<file path="src/hw/rtl/rtcn_pkg.sv">
package rtcn_pkg;

  localparam int unsigned BinModeBit = 2;
  localparam int unsigned H24ModeBit = 1;
  localparam int unsigned PmBit      = 7;

  localparam int unsigned CfgIdxW  = 2;
  localparam int unsigned CfgDataW = 14;

  typedef enum logic [CfgIdxW-1:0] {
    CfgCentury = 2'd0,
    CfgPivot   = 2'd1,
    CfgZone    = 2'd2
  } rtcn_cfg_idx_e;

  localparam logic        CenturyReset = 1'b0;
  localparam logic [13:0] PivotReset   = 14'd2024;
  localparam logic [7:0]  PivotCentRst = 8'd20;
  localparam logic [4:0]  ZoneReset    = 5'd7;

  typedef struct packed {
    logic [7:0] raw_second;
    logic [7:0] raw_minute;
    logic [7:0] raw_hour;
    logic [7:0] raw_day;
    logic [7:0] raw_month;
    logic [7:0] raw_year;
    logic [7:0] raw_century;
    logic [7:0] status_b;
  } rtcn_in_t;

  typedef struct packed {
    logic [5:0]  second_out;
    logic [5:0]  minute_out;
    logic [4:0]  hour_out;
    logic [4:0]  day_out;
    logic [3:0]  month_out;
    logic [13:0] year_out;
  } rtcn_out_t;

  // The pivot's century count is kept next to the pivot year itself.
  typedef struct packed {
    logic        century_present;
    logic [13:0] pivot_year;
    logic [7:0]  pivot_cent;
    logic [4:0]  zone_offset_hours;
  } rtcn_cfg_t;

  function automatic logic [7:0] bcd_decode(logic [7:0] b);
    return 8'(b[3:0]) + 8'(b[7:4]) * 8'd10;
  endfunction

endpackage

</file>
<file path="src/hw/rtl/rtcn_cfg.sv">
module rtcn_cfg (
  input  logic                             clk_i,
  input  logic                             rst_ni,
  input  logic                             cfg_valid_i,
  input  logic [rtcn_pkg::CfgIdxW-1:0]     cfg_index_i,
  input  logic [rtcn_pkg::CfgDataW-1:0]    cfg_data_i,
  output rtcn_pkg::rtcn_cfg_t              cfg_o
);
  import rtcn_pkg::*;

  rtcn_cfg_t   cfg_d, cfg_q;
  logic [26:0] pivot_prod;

  // Division by 100 as a reciprocal multiply, exact for all 14-bit pivots.
  assign pivot_prod = 27'(cfg_data_i) * 27'd5243;

  always_comb begin
    cfg_d = cfg_q;
    if (cfg_valid_i) begin
      unique case (cfg_index_i)
        CfgCentury: cfg_d.century_present = cfg_data_i[0];
        CfgPivot: begin
          cfg_d.pivot_year = cfg_data_i;
          cfg_d.pivot_cent = pivot_prod[26:19];
        end
        CfgZone: cfg_d.zone_offset_hours = cfg_data_i[4:0];
        default: ;
      endcase
    end
  end

  always_ff @(posedge clk_i or negedge rst_ni) begin
    if (!rst_ni) begin
      cfg_q.century_present   <= CenturyReset;
      cfg_q.pivot_year        <= PivotReset;
      cfg_q.pivot_cent        <= PivotCentRst;
      cfg_q.zone_offset_hours <= ZoneReset;
    end else begin
      cfg_q <= cfg_d;
    end
  end

  assign cfg_o = cfg_q;

endmodule

</file>
<file path="src/hw/rtl/rtcn_convert.sv">
module rtcn_convert (
  input  rtcn_pkg::rtcn_in_t  snap_i,
  input  rtcn_pkg::rtcn_cfg_t cfg_i,
  output rtcn_pkg::rtcn_out_t result_o
);
  import rtcn_pkg::*;

  logic [7:0]  sec, min, hr, day, mon, yr, cen;
  logic [6:0]  hsum, hr7;
  logic [14:0] year, base;
  logic [7:0]  cent;
  logic [1:0]  yq;
  logic [7:0]  yrem;
  logic        leap, roll;
  logic [8:0]  hr9, day9, mon9;

  always_comb begin
    hsum = 7'(snap_i.raw_hour[3:0]) + 7'(snap_i.raw_hour[6:4]) * 7'd10;
    if (!snap_i.status_b[BinModeBit]) begin
      sec = bcd_decode(snap_i.raw_second);
      min = bcd_decode(snap_i.raw_minute);
      hr  = {snap_i.raw_hour[PmBit], hsum};
      day = bcd_decode(snap_i.raw_day);
      mon = bcd_decode(snap_i.raw_month);
      yr  = bcd_decode(snap_i.raw_year);
      cen = bcd_decode(snap_i.raw_century);
    end else begin
      sec = snap_i.raw_second;
      min = snap_i.raw_minute;
      hr  = snap_i.raw_hour;
      day = snap_i.raw_day;
      mon = snap_i.raw_month;
      yr  = snap_i.raw_year;
      cen = snap_i.raw_century;
    end

    hr7 = hr[6:0];
    if (!snap_i.status_b[H24ModeBit]) begin
      if (hr7 == 7'd12) begin
        hr7 = 7'd0;
      end
      hr = {1'b0, hr7} + (hr[PmBit] ? 8'd12 : 8'd0);
    end

    base = 15'(cfg_i.pivot_cent) * 15'd100 + 15'(yr);
    if (cfg_i.century_present) begin
      year = 15'(cen) * 15'd100 + 15'(yr);
      cent = cen;
    end else if (base < 15'(cfg_i.pivot_year)) begin
      year = base + 15'd100;
      cent = 8'(cfg_i.pivot_cent) + 8'd1;
    end else begin
      year = base;
      cent = 8'(cfg_i.pivot_cent);
    end

    // The century part is a multiple of 100, so the leap test only needs the
    // two-digit byte split into hundreds and remainder plus the century count.
    if (yr >= 8'd200) begin
      yq   = 2'd2;
      yrem = yr - 8'd200;
    end else if (yr >= 8'd100) begin
      yq   = 2'd1;
      yrem = yr - 8'd100;
    end else begin
      yq   = 2'd0;
      yrem = yr;
    end
    leap = ((yr[1:0] == 2'd0) && (yrem != 8'd0)) ||
           ((yrem == 8'd0) && ((cent[1:0] + yq) == 2'd0));

    hr9  = {1'b0, hr} + 9'(cfg_i.zone_offset_hours);
    day9 = {1'b0, day};
    mon9 = {1'b0, mon};
    roll = 1'b0;
    if (hr9 >= 9'd24) begin
      hr9  = hr9 - 9'd24;
      day9 = day9 + 9'd1;
      case (mon) inside
        8'd1, 8'd3, 8'd5, 8'd7, 8'd8, 8'd10, 8'd12: roll = day9 > 9'd31;
        8'd4, 8'd6, 8'd9, 8'd11:                    roll = day9 > 9'd30;
        8'd2:    roll = day9 > (leap ? 9'd29 : 9'd28);
        default: roll = 1'b0;
      endcase
      if (roll) begin
        day9 = 9'd1;
        mon9 = mon9 + 9'd1;
      end
      if (mon9 > 9'd12) begin
        mon9 = 9'd1;
        year = year + 15'd1;
      end
    end

    result_o.second_out = sec[5:0];
    result_o.minute_out = min[5:0];
    result_o.hour_out   = hr9[4:0];
    result_o.day_out    = day9[4:0];
    result_o.month_out  = mon9[3:0];
    result_o.year_out   = year[13:0];
  end

endmodule

</file>
<file path="src/hw/rtl/rtc_time_normalizer_top.sv">
// An accepted snapshot passes the input and result registers; done rises with the result.
// Throughput: one snapshot per cycle; busy is never raised.
// The receiver cannot stall; the result port holds each result until the next one.
// Reset clears the pipeline valid flags and loads the register defaults:
// no century byte, pivot year 2024, zone offset 7 hours.
module rtc_time_normalizer_top (
  input  logic                          clk_i,
  input  logic                          rst_ni,
  input  logic                          start,
  output logic                          busy,
  input  rtcn_pkg::rtcn_in_t            in_i,
  output logic                          done_o,
  output rtcn_pkg::rtcn_out_t           result_o,
  input  logic                          cfg_valid_i,
  output logic                          cfg_ready_o,
  input  logic [rtcn_pkg::CfgIdxW-1:0]  cfg_index_i,
  input  logic [rtcn_pkg::CfgDataW-1:0] cfg_data_i
);
  import rtcn_pkg::*;

  rtcn_cfg_t cfg;
  rtcn_in_t  in_q;
  logic      in_valid_q, done_q;
  rtcn_out_t res_d, res_q;

  assign busy        = 1'b0;
  assign cfg_ready_o = 1'b1;

  rtcn_cfg u_cfg (
    .clk_i       (clk_i),
    .rst_ni      (rst_ni),
    .cfg_valid_i (cfg_valid_i),
    .cfg_index_i (cfg_index_i),
    .cfg_data_i  (cfg_data_i),
    .cfg_o       (cfg)
  );

  rtcn_convert u_convert (
    .snap_i   (in_q),
    .cfg_i    (cfg),
    .result_o (res_d)
  );

  always_ff @(posedge clk_i or negedge rst_ni) begin
    if (!rst_ni) begin
      in_valid_q <= 1'b0;
      done_q     <= 1'b0;
    end else begin
      in_valid_q <= start && !busy;
      done_q     <= in_valid_q;
    end
  end

  always_ff @(posedge clk_i) begin
    if (start && !busy) begin
      in_q <= in_i;
    end
    if (in_valid_q) begin
      res_q <= res_d;
    end
  end

  assign done_o   = done_q;
  assign result_o = res_q;

endmodule

</file>
<file path="config.mk">
export PLATFORM = sky130hd
export DESIGN_NAME = rtc_time_normalizer_top
export DESIGN_NICKNAME = d
export VERILOG_FILES = /design/src/hw/rtl/rtcn_pkg.sv /design/src/hw/rtl/rtcn_cfg.sv /design/src/hw/rtl/rtcn_convert.sv /design/src/hw/rtl/rtc_time_normalizer_top.sv
export SDC_FILE = /design/constraint.sdc
export NUM_CORES = 1
export LEC_CHECK = 0
export BUFFER_PORTS_ARGS = -buffer_cell sky130_fd_sc_hd__buf_4
export CAP_MARGIN = 20
export CORE_ASPECT_RATIO = 0.9
export CORE_MARGIN = 2
export CORE_UTILIZATION = 39
export DETAILED_ROUTE_END_ITERATION = 16
export PLACE_DENSITY = 0.57
export SKIP_CTS_REPAIR_TIMING = 1
export SYNTH_ARGS = -nofsm -noshare
export SYNTH_HDL_FRONTEND = slang
export SYNTH_SLANG_ARGS = --single-unit
export TNS_END_PERCENT = 20
</file>
<file path="constraint.sdc">
create_clock -name clk_i -period 16.5 [get_ports clk_i]
set_input_delay 1.65 -clock clk_i [delete_from_list [all_inputs] [get_ports clk_i]]
set_output_delay 1.65 -clock clk_i [all_outputs]
set_load 0.005 [all_outputs]
</file>
==> impl_metrics.json <==
{
  "status": "completed",
  "path_depth": 37,
  "grtUsageMet3_pct": 2.48,
  "worstSetupStartpointType": "flop",
  "reg2reg_depth": 37,
  "portBuffers": 118,
  "io_pins": 127,
  "clock_skew_ps": 10.7,
  "syn_avg_cell_area_um2": 10.0,
  "synthFlopType": "edfxtp_1",
  "postPlaceCellArea_um2": 15200,
  "power_mw": 3.36,
  "slew_headroom_pct": 33.5,
  "timing.fmax_mhz": 97.4,
  "cts_tree": "done",
  "synth_edf_count": 98,
  "die_area_um2": 37000,
  "syn-num-nets": 1790,
  "final_area_um2": 15800,
  "clockRootBuffer": "clkbuf_16",
  "layout-drive-gt1-share_pct": 13.5,
  "clkTransAtPathRegs_ps": 60,
  "clockBufferDepth": 2,
  "antenna_found_initial": 0,
  "async_reset_ff_share_pct": 23.4,
  "insertedDiodeCount": 0,
  "cts_buffers": 17,
  "ff2ff_setup_slack_ps": 6240,
  "endpoint": "result_o[6]",
  "nets": 1908,
  "gp_congestion": 0.824,
  "critical_path_class": "reg -> reg",
  "htreeDepth": 4,
  "hold_path_class": "reg -> reg",
  "hold_viol_final": 0,
  "first_global_vias": 10400,
  "routed_wirelength_um": 30300,
  "drcViolationCount": 0,
  "slowest_delay_ps": 560,
  "globalRouteTotalUtil_pct": 17.2,
  "holdWs_ps": 420,
  "r2r-start": "in_q[21]",
  "pwr_density_cell_nw_per_um2": 213,
  "wl_per_cell_um": 15.3,
  "drtAntennaViolNets": 0,
  "drt_iter0_drc": 502,
  "grt_pass1_wl_um": 51600,
  "power.leakage_nw": 7.43,
  "end_kind": "flop",
  "worst_skew_pair.late_latency_ps": 420,
  "grt-ovfl-total": 0,
  "hpwl_um": 24500,
  "busiest_layer": "met2",
  "ys_types": 81,
  "crit_start": "in_q[21]",
  "irDropWorstVdd_mv": 0.153,
  "core_area_um2": 35000,
  "setup_viol": 0,
  "met2_usage_pct": 27.5,
  "fp.dieH_um": 183,
  "synth-seq-cells": 128,
  "n_fill_cell": 3372,
  "cp_data_required_time_ps": 16720,
  "vias": 10100,
  "viasPerCell": 5.09,
  "r2r-end": "result_o[6]",
  "worstPathArrival_ps": 10480,
  "die_x_um": 203,
  "crit_top_cell": "ha_1",
  "finalCritPeriodShare_pct": 62.2,
  "dr.pass1.iters": 5,
  "seq_area_frac_synth_pct": 26.8,
  "syn_area_um2": 13800,
  "synthCells": 1377,
  "crit_family": "compound AO/OA/AOI/OAI gates",
  "max_cap_viol_count": 0,
  "layout_min_cycle_time_ps": 10260,
  "ys_warn_count": 0,
  "synthToLayoutAreaGrowth_pct": 14.2,
  "grtUsageMet1_pct": 24.5,
  "setup_tns_ps": 0,
  "final_util_pct": 45.2,
  "cp_max_fo": 12,
  "cp_num_buf_inv": 2,
  "rsz0062_at_grt": "false",
  "grt_max_degree": 61,
  "cpMaxStageDelayCell": "fa_1",
  "worstMarginPinSlew_ps": 998,
  "cts.sinks": 128,
  "fp-row-count": 65,
  "slew_violations": 0,
  "initial_core_util_pct": 39.6
}
routing by layer:
| layer | part of all wire, % | routed length, µm |
|---|---|---|
| met3 | 2.7 | 808 |
| met2 | 45 | 13600 |
| met1 | 51 | 15500 |
| met5 | 0 | 0 |
| met4 | 1.3 | 408 |
flip-flops by register name, summed over array words and instances (netlist names):
signal / count
in_q: 58
result_o: 40
u_cfg.cfg_o: 28
done_o: 1
in_valid_q: 1
through the flow:
| stage | cells | setup slack (ps) |
|---|---|---|
| floorplan | 1377 | 7750 |
| global placement | 1945 | 6380 |
| detailed placement | 1945 | 6370 |
| CTS | 1977 | 6320 |
| global route | 1977 | 5620 |
| finish | 1977 | 6240 |
worst min path at each step:
stage	slack, ps	end	cells after the start	start
floorplan	400	result_o[28]	0	in_q[48]
global placement	400	result_o[28]	0	in_q[48]
detailed placement	410	result_o[28]	0	in_q[48]
CTS	420	result_o[28]	0	in_q[48]
global route	440	result_o[28]	0	in_q[48]
finish	420	result_o[28]	0	in_q[48]
cell families (layout without fill, tap and decap cells):
kind of cell / count (synthesis) / after routing / share of synthesized area, %
other cells: 2 / 2 / 0.0543
buf+inv: 218 / 349 / 6.09
compound gates: 271 / 271 / 12.8
simple gates: 294 / 294 / 10.9
mux: 28 / 28 / 2.17
flops: 128 / 128 / 26.8
xor+xnor: 103 / 103 / 6.58
fa+ha+maj: 333 / 333 / 34.6
cells in the final DEF (no fill, tap or decap), types with 12 or more instances in the layout:
cell type / count
a21o_1: 34
a21oi_1: 63
buf_4: 122
clkbuf_16: 17
dfrtp_1: 17
dfstp_2: 12
edfxtp_1: 98
fa_1: 84
ha_1: 245
inv_1: 193
mux2i_1: 17
nand2_1: 94
nand3_1: 21
nor2_1: 59
nor2b_1: 12
nor3_1: 19
o21ai_0: 74
xnor2_1: 62
xor2_1: 40
final cells by class:
type	instances	area [µm²]	share of cell area [%]
clock buffers	18	429	2.72
repair buffers	122	916	5.80
multi-input cells	1031	9290	58.8
clock inverters	14	130	0.824
flip-flops and latches	128	3710	23.5
well taps	469	587	3.72
inverters	195	732	4.63
worst register-to-register path, delay by kind of cell (launching register included):
family	cells	cell delay, ps
fa+ha+maj	7	2290
buf+inv	2	360
xor+xnor	5	1150
flops	1	470
simple gates	9	2350
compound gates	14	3430
synthesized netlist by cell type, types with 5 or more instances:
master    number  area [µm²]
a211oi_1      10        75.1
a21o_1        34         255
a21oi_1       63         315
a31oi_1        6        37.5
and2_1         8        50.1
and3_1        10        62.6
and4_1         5        43.8
clkbuf_1      15        56.3
dfrtp_1       18         450
dfstp_2       12         315
edfxtp_1      98        2940
fa_1          84        1680
ha_1         245        3070
inv_1        193         724
mux2_2         9         101
mux2i_1       17         170
nand2_1       94         353
nand2b_1      10        62.6
nand3_1       21         105
nand4_1        5        31.3
nor2_1        59         221
nor2b_1       12        75.1
nor3_1        19        95.1
nor4_1         9        56.3
o211ai_1      10        75.1
o21a_1         8        60.1
o21ai_0       74         370
o21ai_1        5        25.0
o22ai_1        6        37.5
or2_2          8        50.1
or3_1          6        37.5
or4_1          6        45.0
xnor2_1       62         543
xor2_1        40         350
power by group:
group | switching, mW | leakage, nW | internal (mW)
logic | 1.43 | 5.85 | 1.05
registers | 0.0520 | 1.31 | 0.457
clock network | 0.151 | 0.267 | 0.209
total | 1.64 | 7.43 | 1.72
Note: power is estimated with default switching activity, not from simulation.
